`config.mk`:
```
export PLATFORM = sky130hd
export DESIGN_NAME = image_tag_crc_stamper_unit
export DESIGN_NICKNAME = d
export VERILOG_FILES = /design/src/sv/itst_pkg.sv /design/src/sv/itst_trailer.sv /design/src/sv/itst_outbuf.sv /design/src/sv/image_tag_crc_stamper_unit.sv
export SDC_FILE = /design/constraint.sdc
export NUM_CORES = 1
export LEC_CHECK = 0
export BUFFER_PORTS_ARGS = -buffer_cell sky130_fd_sc_hd__buf_4
export CORE_AREA = 2 2 129 131
export DETAILED_ROUTE_END_ITERATION = 6
export DIE_AREA = 0 0 131 133
export PLACE_DENSITY = 0.79
export SETUP_SLACK_MARGIN = 0.15
export SLEW_MARGIN = 40
export SYNTH_ARGS = -nofsm -noshare
export SYNTH_HDL_FRONTEND = slang
export SYNTH_SLANG_ARGS = --single-unit
```
`constraint.sdc`:
```
create_clock -name clk -period 10.6 [get_ports clk]
set_clock_uncertainty 0.15 [all_clocks]
set_input_delay 0.53 -clock clk [delete_from_list [all_inputs] [get_ports clk]]
set_output_delay 0.53 -clock clk [all_outputs]
set_load 0.01 [all_outputs]
```
`src/sv/itst_pkg.sv`:
```
// ----------------------------------------------------------------------------
// itst_pkg
// Shared types, constants and the byte-wise CRC-16 step for the image tag
// and CRC stamper.
// ----------------------------------------------------------------------------
package itst_pkg;

    // Default width of the image length register and position counter.
    localparam int LENGTH_BITS_DEF = 24;

    // Configuration port geometry.
    localparam int CFG_DATA_W  = 32;
    localparam int CFG_INDEX_W = 2;

    // Configuration register indexes.
    localparam logic [CFG_INDEX_W-1:0] CFG_IMAGE_LENGTH = 2'd0;
    localparam logic [CFG_INDEX_W-1:0] CFG_DEVICE_ID    = 2'd1;
    localparam logic [CFG_INDEX_W-1:0] CFG_VERSION_WORD = 2'd2;

    // Trailer size and CRC seed.
    localparam int          TRAILER_BYTES = 8;
    localparam logic [15:0] CRC_INIT      = 16'hFFFF;

    // Trailer field offsets, counted from the first trailer byte.
    localparam logic [2:0] TRL_VERSION_LO = 3'd4;
    localparam logic [2:0] TRL_VERSION_HI = 3'd5;

    // One result item.
    typedef struct packed {
        logic [7:0] data;
        logic       last;
    } itst_result_t;

    // One byte of the reflected CRC-16-CCITT (polynomial 0x8408).
    function automatic logic [15:0] crc_byte(input logic [15:0] crc,
                                             input logic [7:0]  b);
        logic [7:0]  d;
        logic [15:0] r;
        d = b ^ crc[7:0];
        d = d ^ {d[3:0], 4'b0000};
        r = {d, crc[15:8]};
        r = r ^ {12'h000, d[7:4]} ^ {5'b00000, d, 3'b000};
        return r;
    endfunction

endpackage

```
`src/sv/itst_trailer.sv`:
```
// ----------------------------------------------------------------------------
// itst_trailer
// Position counter and running CRC. Substitutes the trailer fields and the
// CRC into the byte stream and flags the final byte of each image.
// ----------------------------------------------------------------------------
module itst_trailer #(
    parameter int LENGTH_BITS = itst_pkg::LENGTH_BITS_DEF
) (
    input  logic                      clk,
    input  logic                      rst_n,
    input  logic                      advance,
    input  logic [7:0]                data_in,
    input  logic [LENGTH_BITS-1:0]    image_length,
    input  logic [31:0]               device_id,
    input  logic [15:0]               version_word,
    output itst_pkg::itst_result_t    result
);
    import itst_pkg::*;

    localparam logic [LENGTH_BITS-1:0] TRL_LEN = LENGTH_BITS'(TRAILER_BYTES);
    localparam logic [LENGTH_BITS-1:0] ONE     = LENGTH_BITS'(1);
    localparam logic [LENGTH_BITS-1:0] TWO     = LENGTH_BITS'(2);

    logic [LENGTH_BITS-1:0] pos_reg, pos_next;
    logic [15:0]            crc_reg, crc_next;
    logic [LENGTH_BITS-1:0] len_eff;
    logic [LENGTH_BITS-1:0] trl_start;
    logic [LENGTH_BITS-1:0] trl_off;
    logic                   is_last;
    logic                   is_crc_lo;
    logic                   in_trailer;
    logic [7:0]             byte_sel;

    // Saturate short lengths to the trailer size.
    assign len_eff   = (image_length < TRL_LEN) ? TRL_LEN : image_length;
    assign trl_start = len_eff - TRL_LEN;
    assign trl_off   = pos_reg - trl_start;

    assign is_last    = (pos_reg >= len_eff - ONE);
    assign is_crc_lo  = (pos_reg == len_eff - TWO);
    assign in_trailer = (pos_reg >= trl_start);

    // Pick the output byte: CRC, trailer field or pass-through data.
    always_comb
    begin
        byte_sel = data_in;
        if (is_last)
        begin
            byte_sel = crc_reg[15:8];
        end
        else if (is_crc_lo)
        begin
            byte_sel = crc_reg[7:0];
        end
        else if (in_trailer)
        begin
            case (trl_off[2:0])
                3'd0:           byte_sel = device_id[7:0];
                3'd1:           byte_sel = device_id[15:8];
                3'd2:           byte_sel = device_id[23:16];
                3'd3:           byte_sel = device_id[31:24];
                TRL_VERSION_LO: byte_sel = version_word[7:0];
                TRL_VERSION_HI: byte_sel = version_word[15:8];
                default:        byte_sel = data_in;
            endcase
        end
    end

    // Next position and CRC; both restart after the final byte.
    always_comb
    begin
        if (is_last)
        begin
            pos_next = '0;
            crc_next = CRC_INIT;
        end
        else
        begin
            pos_next = pos_reg + ONE;
            crc_next = (is_crc_lo) ? crc_reg : crc_byte(crc_reg, byte_sel);
        end
    end

    always_ff @(posedge clk or negedge rst_n)
    begin
        if (!rst_n)
        begin
            pos_reg <= '0;
            crc_reg <= CRC_INIT;
        end
        else if (advance)
        begin
            pos_reg <= pos_next;
            crc_reg <= crc_next;
        end
    end

    assign result.data = byte_sel;
    assign result.last = is_last;

    // The image restarts after every final byte.
    a_restart_pos: assert property (@(posedge clk) disable iff (!rst_n)
        (advance && is_last) |=> (pos_reg == '0))
        else $error("position did not restart after the final byte");

    a_restart_crc: assert property (@(posedge clk) disable iff (!rst_n)
        (advance && is_last) |=> (crc_reg == CRC_INIT))
        else $error("CRC did not reseed after the final byte");

    // The CRC holds while its low byte is being emitted.
    a_crc_hold: assert property (@(posedge clk) disable iff (!rst_n)
        (advance && is_crc_lo && !is_last) |=> $stable(crc_reg))
        else $error("CRC changed while emitting its low byte");

endmodule

```
`src/sv/itst_outbuf.sv`:
```
// ----------------------------------------------------------------------------
// itst_outbuf
// Two-entry output buffer: a result register and a skid register, so the
// upstream side sees a registered stall.
// ----------------------------------------------------------------------------
module itst_outbuf (
    input  logic                   clk,
    input  logic                   rst_n,
    input  logic                   push,
    input  itst_pkg::itst_result_t push_data,
    output logic                   full,
    output logic                   out_valid,
    input  logic                   out_stall,
    output itst_pkg::itst_result_t out_data
);
    import itst_pkg::*;

    logic         main_valid_reg;
    logic         skid_valid_reg;
    itst_result_t main_reg;
    itst_result_t skid_reg;
    logic         pop;

    assign pop       = main_valid_reg && !out_stall;
    assign full      = skid_valid_reg;
    assign out_valid = main_valid_reg;
    assign out_data  = main_reg;

    // Valid flags.
    always_ff @(posedge clk or negedge rst_n)
    begin
        if (!rst_n)
        begin
            main_valid_reg <= 1'b0;
            skid_valid_reg <= 1'b0;
        end
        else if (pop)
        begin
            if (skid_valid_reg)
            begin
                skid_valid_reg <= 1'b0;
            end
            else
            begin
                main_valid_reg <= push;
            end
        end
        else if (push)
        begin
            if (main_valid_reg)
            begin
                skid_valid_reg <= 1'b1;
            end
            else
            begin
                main_valid_reg <= 1'b1;
            end
        end
    end

    // Payload registers.
    always_ff @(posedge clk)
    begin
        if (pop && skid_valid_reg)
        begin
            main_reg <= skid_reg;
        end
        else if (push && (pop || !main_valid_reg))
        begin
            main_reg <= push_data;
        end
        if (push && main_valid_reg && !pop)
        begin
            skid_reg <= push_data;
        end
    end

    a_skid_order: assert property (@(posedge clk) disable iff (!rst_n)
        skid_valid_reg |-> main_valid_reg)
        else $error("skid entry held without a result entry");

    a_no_overflow: assert property (@(posedge clk) disable iff (!rst_n)
        !(push && skid_valid_reg))
        else $error("push into a full output buffer");

    a_skid_drain: assert property (@(posedge clk) disable iff (!rst_n)
        (pop && skid_valid_reg) |=> (main_valid_reg && !skid_valid_reg))
        else $error("skid entry not moved into the result register");

endmodule

```
`src/sv/image_tag_crc_stamper_unit.sv`:
```
// ----------------------------------------------------------------------------
// image_tag_crc_stamper_unit
// An input transfer reaches out_valid through the input register, then the
// result register. Throughput: one byte per cycle while out_stall is low;
// the CRC step and position compares sit between those two registers.
// Reset clears the pipeline, sets image_length to 8, the trailer fields to
// zero, the position to zero and the CRC to 0xFFFF.
// ----------------------------------------------------------------------------
module image_tag_crc_stamper_unit #(
    parameter int LENGTH_BITS = itst_pkg::LENGTH_BITS_DEF
) (
    input  logic                              clk,
    input  logic                              rst_n,
    input  logic                              cfg_write,
    input  logic [itst_pkg::CFG_INDEX_W-1:0]  cfg_index,
    input  logic [itst_pkg::CFG_DATA_W-1:0]   cfg_data,
    input  logic                              in_valid,
    output logic                              in_stall,
    input  logic [7:0]                        in_byte,
    output logic                              out_valid,
    input  logic                              out_stall,
    output logic [7:0]                        out_byte,
    output logic                              last_byte
);
    import itst_pkg::*;

    logic [LENGTH_BITS-1:0] image_length_reg;
    logic [31:0]            device_id_reg;
    logic [15:0]            version_word_reg;

    logic                   in_valid_reg;
    logic [7:0]             in_byte_reg;
    logic                   advance;
    logic                   buf_full;
    logic                   in_take;
    itst_result_t           step_result;
    itst_result_t           out_result;

    // Configuration registers.
    always_ff @(posedge clk or negedge rst_n)
    begin
        if (!rst_n)
        begin
            image_length_reg <= LENGTH_BITS'(TRAILER_BYTES);
            device_id_reg    <= '0;
            version_word_reg <= '0;
        end
        else if (cfg_write)
        begin
            case (cfg_index)
                CFG_IMAGE_LENGTH: image_length_reg <= cfg_data[LENGTH_BITS-1:0];
                CFG_DEVICE_ID:    device_id_reg    <= cfg_data[31:0];
                CFG_VERSION_WORD: version_word_reg <= cfg_data[15:0];
                default:          ;
            endcase
        end
    end

    // Input register: drains into the output buffer whenever it has room.
    assign advance  = in_valid_reg && !buf_full;
    assign in_stall = in_valid_reg && buf_full;
    assign in_take  = in_valid && !in_stall;

    always_ff @(posedge clk or negedge rst_n)
    begin
        if (!rst_n)
        begin
            in_valid_reg <= 1'b0;
        end
        else if (in_take)
        begin
            in_valid_reg <= 1'b1;
        end
        else if (advance)
        begin
            in_valid_reg <= 1'b0;
        end
    end

    always_ff @(posedge clk)
    begin
        if (in_take)
        begin
            in_byte_reg <= in_byte;
        end
    end

    // Trailer substitution and CRC.
    itst_trailer #(
        .LENGTH_BITS (LENGTH_BITS)
    ) u_trailer (
        .clk          (clk),
        .rst_n        (rst_n),
        .advance      (advance),
        .data_in      (in_byte_reg),
        .image_length (image_length_reg),
        .device_id    (device_id_reg),
        .version_word (version_word_reg),
        .result       (step_result)
    );

    // Result register with skid entry.
    itst_outbuf u_outbuf (
        .clk       (clk),
        .rst_n     (rst_n),
        .push      (advance),
        .push_data (step_result),
        .full      (buf_full),
        .out_valid (out_valid),
        .out_stall (out_stall),
        .out_data  (out_result)
    );

    assign out_byte  = out_result.data;
    assign last_byte = out_result.last;

    a_stall_reason: assert property (@(posedge clk) disable iff (!rst_n)
        in_stall |-> (in_valid_reg && out_valid))
        else $error("input stalled with no pending result");

    a_input_moves: assert property (@(posedge clk) disable iff (!rst_n)
        (in_valid_reg && !buf_full) |=> out_valid)
        else $error("input byte did not reach the output buffer");

    a_hold_byte: assert property (@(posedge clk) disable iff (!rst_n)
        (in_valid_reg && buf_full) |=> (in_valid_reg && $stable(in_byte_reg)))
        else $error("held input byte was lost");

endmodule
```
==> impl_results.html <==
<table>
<tr><th>Metric</th><th>Value</th></tr>
<tr><th colspan="2">Outcome</th></tr>
<tr><td>Status</td><td>finished, violations left</td></tr>
<tr><td>Violations in the final reports</td><td>hold timing</td></tr>
<tr><th colspan="2">STA</th></tr>
<tr><td>Worst hold slack after final layout</td><td>-0.0165 ns</td></tr>
<tr><td>Final hold vios</td><td>13</td></tr>
<tr><td>Fmax</td><td>0.143 GHz</td></tr>
<tr><td>Setup TNS</td><td>0 ns</td></tr>
<tr><td>Worst slew pin tran</td><td>0.824 ns</td></tr>
<tr><td># setup viols final</td><td>0</td></tr>
<tr><td>Worst slew slack as a fraction of its limit</td><td>0.450</td></tr>
<tr><td>Pins over their slew limit</td><td>0</td></tr>
<tr><td>Worst-case setup margin in the final layout</td><td>3.61 ns</td></tr>
<tr><td>RSZ-0062 raised after global routing</td><td>no</td></tr>
<tr><td>Shortest period the worst path allows</td><td>6.99 ns</td></tr>
<tr><td>Final clock period utilization by the worst path</td><td>0.660</td></tr>
<tr><th colspan="2">Global route</th></tr>
<tr><td>Maximum number of pins on one net before global-route repair</td><td>68</td></tr>
<tr><td>Total gr overflow</td><td>0</td></tr>
<tr><td>Most Crowded Layer GR</td><td>met2</td></tr>
<tr><td>Global-route usage over all layers</td><td>0.298</td></tr>
<tr><td>Global Route met2 Usage</td><td>0.462</td></tr>
<tr><td>Wire length of the first global-routing pass</td><td>39200 um</td></tr>
<tr><td>Met1 demand-to-capacity share in global routing</td><td>0.416</td></tr>
<tr><td>Antenna violations before repair</td><td>0</td></tr>
<tr><td>Met3 GRT Util</td><td>0.0493</td></tr>
<tr><td>Vias in the first global route</td><td>7287</td></tr>
<tr><th colspan="2">Synthesis</th></tr>
<tr><td>Combinational family with the most area after synthesis</td><td>simple AND/OR/NAND/NOR gates</td></tr>
<tr><td>Synth warn</td><td>0</td></tr>
<tr><td>Simple-gate share of the synthesized area</td><td>0.163</td></tr>
<tr><td>Total nets after synthesis</td><td>1014</td></tr>
<tr><td>Primary FF master, synth</td><td>dfrtp_1</td></tr>
<tr><td>Post-Syn Area per Cell</td><td>10.4 um^2</td></tr>
<tr><td>Number of distinct library cells after synthesis</td><td>84</td></tr>
<tr><td>Number of flops mapped to enable cells by yosys</td><td>26</td></tr>
<tr><td>Synth Cell Area</td><td>9510 um^2</td></tr>
<tr><td>Sequential share of the synthesized area</td><td>0.387</td></tr>
<tr><td>Synthesized-area fraction occupied by ao, oa, aoi and oai cells</td><td>0.119</td></tr>
<tr><td>Synth Instances</td><td>914</td></tr>
<tr><td>Synth Register Bits</td><td>141</td></tr>
<tr><td>Adder-cell share of the synthesized area</td><td>0.0705</td></tr>
<tr><td>Mux contribution to synthesized area</td><td>0.130</td></tr>
<tr><td>Async set-or-reset flop fraction in the synthesized netlist</td><td>0.816</td></tr>
<tr><td>Synth Area in XOR/XNOR</td><td>0.0992</td></tr>
<tr><th colspan="2">Setup path</th></tr>
<tr><td>Critical path depth</td><td>22</td></tr>
<tr><td>CP startpoint</td><td>image_length_reg[12]</td></tr>
<tr><td>Critical path class</td><td>flip-flop to flip-flop</td></tr>
<tr><td>Top cell by count, worst path</td><td>nand2_1</td></tr>
<tr><td>Cell type of the slowest stage on the worst timing path</td><td>dfrtp_1</td></tr>
<tr><td>Largest fanout of any net on the critical path</td><td>37</td></tr>
<tr><td>Beginning of the worst register-to-register path</td><td>image_length_reg[12]</td></tr>
<tr><td>Sort of element at the start of the critical path</td><td>flip-flop</td></tr>
<tr><td>Worst EP arrival</td><td>7.20 ns</td></tr>
<tr><td>FF-to-FF path depth</td><td>22</td></tr>
<tr><td>Register-to-register path setup slack</td><td>3.61 ns</td></tr>
<tr><td>Series of cell instances along the critical path</td><td>nor4_4 -&gt; nand4_2 -&gt; or2_2 -&gt; nand2_1 -&gt; ha_1 -&gt; nor3b_1 -&gt; nand2_1 -&gt; nor2_1 -&gt; nand2_1 -&gt; xor2_1 -&gt; ha_1 -&gt; and4_1 -&gt; a221o_1 -&gt; a41o_1 -&gt; a21oi_2 -&gt; buf_4 -&gt; inv_2 -&gt; a41oi_4 -&gt; a21oi_1 -&gt; a211oi_1 -&gt; nor4_1 -&gt; nor3_1</td></tr>
<tr><td>Highest cell delay on the worst timing path</td><td>0.57 ns</td></tr>
<tr><td>Count of buffering cells on the critical path with inverters included</td><td>2</td></tr>
<tr><td>Top cell family by delay on the critical path</td><td>simple AND/OR/NAND/NOR gates</td></tr>
<tr><td>Data required time of the critical path</td><td>10.81 ns</td></tr>
<tr><td>Worst setup EP type</td><td>flip-flop</td></tr>
<tr><th colspan="2">Place</th></tr>
<tr><td>PortBufs</td><td>57</td></tr>
<tr><td>Detailed placement HPWL</td><td>18200 um</td></tr>
<tr><td>Final Wtd Congestion</td><td>1.07</td></tr>
<tr><td>Placement Setup Slack</td><td>3.71 ns</td></tr>
<tr><th colspan="2">Detailed routing</th></tr>
<tr><td>Detailed-route wire length</td><td>24600 um</td></tr>
<tr><td>Post-detailed-route wirelength per cell</td><td>20.8 um</td></tr>
<tr><td>Overall via count from detail_route</td><td>7328</td></tr>
<tr><td>Count of routing violations after the opening detailed-route iteration</td><td>763</td></tr>
<tr><td>Antenna-violating nets left</td><td>0</td></tr>
<tr><td>Router iterations before antenna repair</td><td>6</td></tr>
<tr><td>Residual DRC</td><td>0</td></tr>
<tr><td>Via-per-instance ratio</td><td>6.20</td></tr>
<tr><th colspan="2">Clock network</th></tr>
<tr><td>Htree depth</td><td>4</td></tr>
<tr><td>Number of sinks driven by the clock tree</td><td>141</td></tr>
<tr><td>Clock tree from TritonCTS</td><td>built</td></tr>
<tr><td># hold bufs at CTS</td><td>0</td></tr>
<tr><td>Max Buffers Root-to-Sink</td><td>2</td></tr>
<tr><td>Clock transition at path regs</td><td>0.06 ns</td></tr>
<tr><td>Master cell of the clock root buffer</td><td>clkbuf_16</td></tr>
<tr><td>Clock network latency to the later pin of the worst-skew pair</td><td>0.44 ns</td></tr>
<tr><td>Num CTS Buffers</td><td>17</td></tr>
<tr><td>Resized Gates After CTS</td><td>0</td></tr>
<tr><td>Count of buffers added by post-CTS timing repair for setup</td><td>0</td></tr>
<tr><th colspan="2">Final layout</th></tr>
<tr><td>Filler Cell Count</td><td>1296</td></tr>
<tr><td>Layout area overhead</td><td>11.7%</td></tr>
<tr><td>Number of nets in the final layout</td><td>1050</td></tr>
<tr><td>Ant diodes</td><td>0</td></tr>
<tr><td>Area occupied by multi-input gates</td><td>5560 um^2</td></tr>
<tr><td>Fraction of layout instances using a drive strength above 1</td><td>0.246</td></tr>
<tr><td>Number of flip-flops in the largest register</td><td>32</td></tr>
<tr><td>Sequential cell area</td><td>3680 um^2</td></tr>
<tr><th colspan="2">Floorplanning</th></tr>
<tr><td>Die height</td><td>133 um</td></tr>
<tr><td>I/O pin count</td><td>58</td></tr>
<tr><td>Floorplan core area</td><td>16200 um^2</td></tr>
<tr><td>Number of placement rows</td><td>47</td></tr>
<tr><td>Effective utilization at floorplan</td><td>0.588</td></tr>
<tr><td>Full die area</td><td>17400 um^2</td></tr>
<tr><td>Die outline width</td><td>131 um</td></tr>
<tr><th colspan="2">Pwr</th></tr>
<tr><td>Maximum vdd drop</td><td>0.151 mV</td></tr>
<tr><td>Leakage Power</td><td>4.45 nW</td></tr>
<tr><td>Power density normalized to cell area</td><td>228 nW/um^2</td></tr>
<tr><th colspan="2">Min path</th></tr>
<tr><td>Class of the most critical hold timing path</td><td>input pin to async pin</td></tr>
<tr><th colspan="2">Run</th></tr>
<tr><td>Max Cap Violations</td><td>0</td></tr>
</table>
## worst reg2reg max path, delay by kind of cell (launching register included)
kind / cells / cell delay [ns]
simple gates: 11 / 3.10
compound gates: 6 / 1.75
fa+ha+maj: 2 / 0.62
buf+inv: 2 / 0.58
flops: 1 / 0.57
xor+xnor: 1 / 0.17
## per-stage QoR
stage          cell area [um^2]  power (W)  hold slack, ns  cells  utilization
2_1_floorplan              9510    0.00153          0.0844    914            -
3_3_place_gp              10000    0.00180           0.333   1150        0.620
3_5_place_dp              10000    0.00182           0.341   1150        0.621
4_1_cts                   10600    0.00240         0.00270   1181        0.655
5_1_grt                   10600    0.00255          0.0281   1182        0.657
6_report                  10600    0.00242         -0.0165   1182        0.657
## layer usage
metal	routed length, um	vias up
met2	11600	270
met5	0	-
li1	-	3418
met4	864	0
met1	10800	3575
met3	1300	65
## power breakdown
part | leakage, nW | switching (W) | internal, W
logic | 2.57 | 0.000518 | 0.000446
registers | 1.63 | 0.000168 | 0.000712
clock network | 0.252 | 0.000248 | 0.000326
total | 4.45 | 0.000934 | 0.00148
## Yosys cell counts, types with 8 or more instances
cell type / n / area (um^2)
nand4_1: 16 / 100
nor3_1: 16 / 80.1
a21o_1: 9 / 67.6
o211ai_1: 12 / 90.1
mux2i_1: 17 / 170
ha_1: 52 / 651
dfstp_2: 17 / 447
inv_1: 13 / 48.8
o21ai_0: 35 / 175
a211oi_1: 8 / 60.1
edfxtp_1: 26 / 781
nor2_1: 86 / 323
nor4_1: 9 / 56.3
and3_1: 8 / 50.1
mux4_2: 8 / 180
dfrtp_1: 98 / 2450
and4_1: 10 / 87.6
clkbuf_1: 22 / 82.6
buf_2: 13 / 65.1
nand2b_1: 8 / 50.1
nand3_1: 19 / 95.1
xnor2_1: 43 / 377
xor2_1: 50 / 438
a21oi_1: 55 / 275
mux2_2: 79 / 890
nand2_1: 60 / 225
## logic make-up after synthesis
| logic type | after synthesis |
|---|---|
| fa+ha+maj | 53 |
| mux | 104 |
| flops | 141 |
| xor+xnor | 99 |
| compound gates | 168 |
| simple gates | 286 |
| buf+inv | 63 |
## cell usage in the layout (no fill, tap or decap), types with 5 or more instances in the layout
cell type	Yosys	layout
inv_1	13	13
a31oi_1	5	5
buf_4	5	63
nand3_1	19	19
and3_1	8	8
xnor2_1	43	43
ha_1	52	51
edfxtp_1	26	26
and2_1	7	7
clkinvlp_4	0	6
dfstp_2	17	17
nor4_1	9	9
nor2_1	86	86
nor3_1	16	16
mux2_2	79	79
o211a_1	5	5
nand4_1	16	16
mux2i_1	17	17
nor2b_1	6	5
nand2b_1	8	8
and4_1	10	10
dfrtp_1	98	98
a21o_1	9	9
o21ai_0	35	35
o211ai_1	12	12
a211oi_1	8	8
a21oi_1	55	54
nand3b_1	5	5
xnor3_1	5	5
nand2_1	60	60
mux4_2	8	8
xor2_1	50	50
clkbuf_16	0	17
## worst paths after layout
path | endpoint
setup / recovery | u_trailer.crc_reg[9]
hold / removal | u_trailer.pos_reg[2]
setup reg to reg | u_trailer.crc_reg[9]
hold reg to reg | version_word_reg[12]
max in group asynchronous | device_id_reg[23]
min in group clk | in_byte_reg[5]
## final cells by class
cell class              count  area share
inverters                  15     0.00530
multi-input cells         710       0.523
flip-flops and latches    141       0.347
repair buffers             65      0.0467
clock buffers              19      0.0411
well taps                 220      0.0259
clock inverters            12      0.0110
Note: power is estimated with default switching activity, not from simulation.
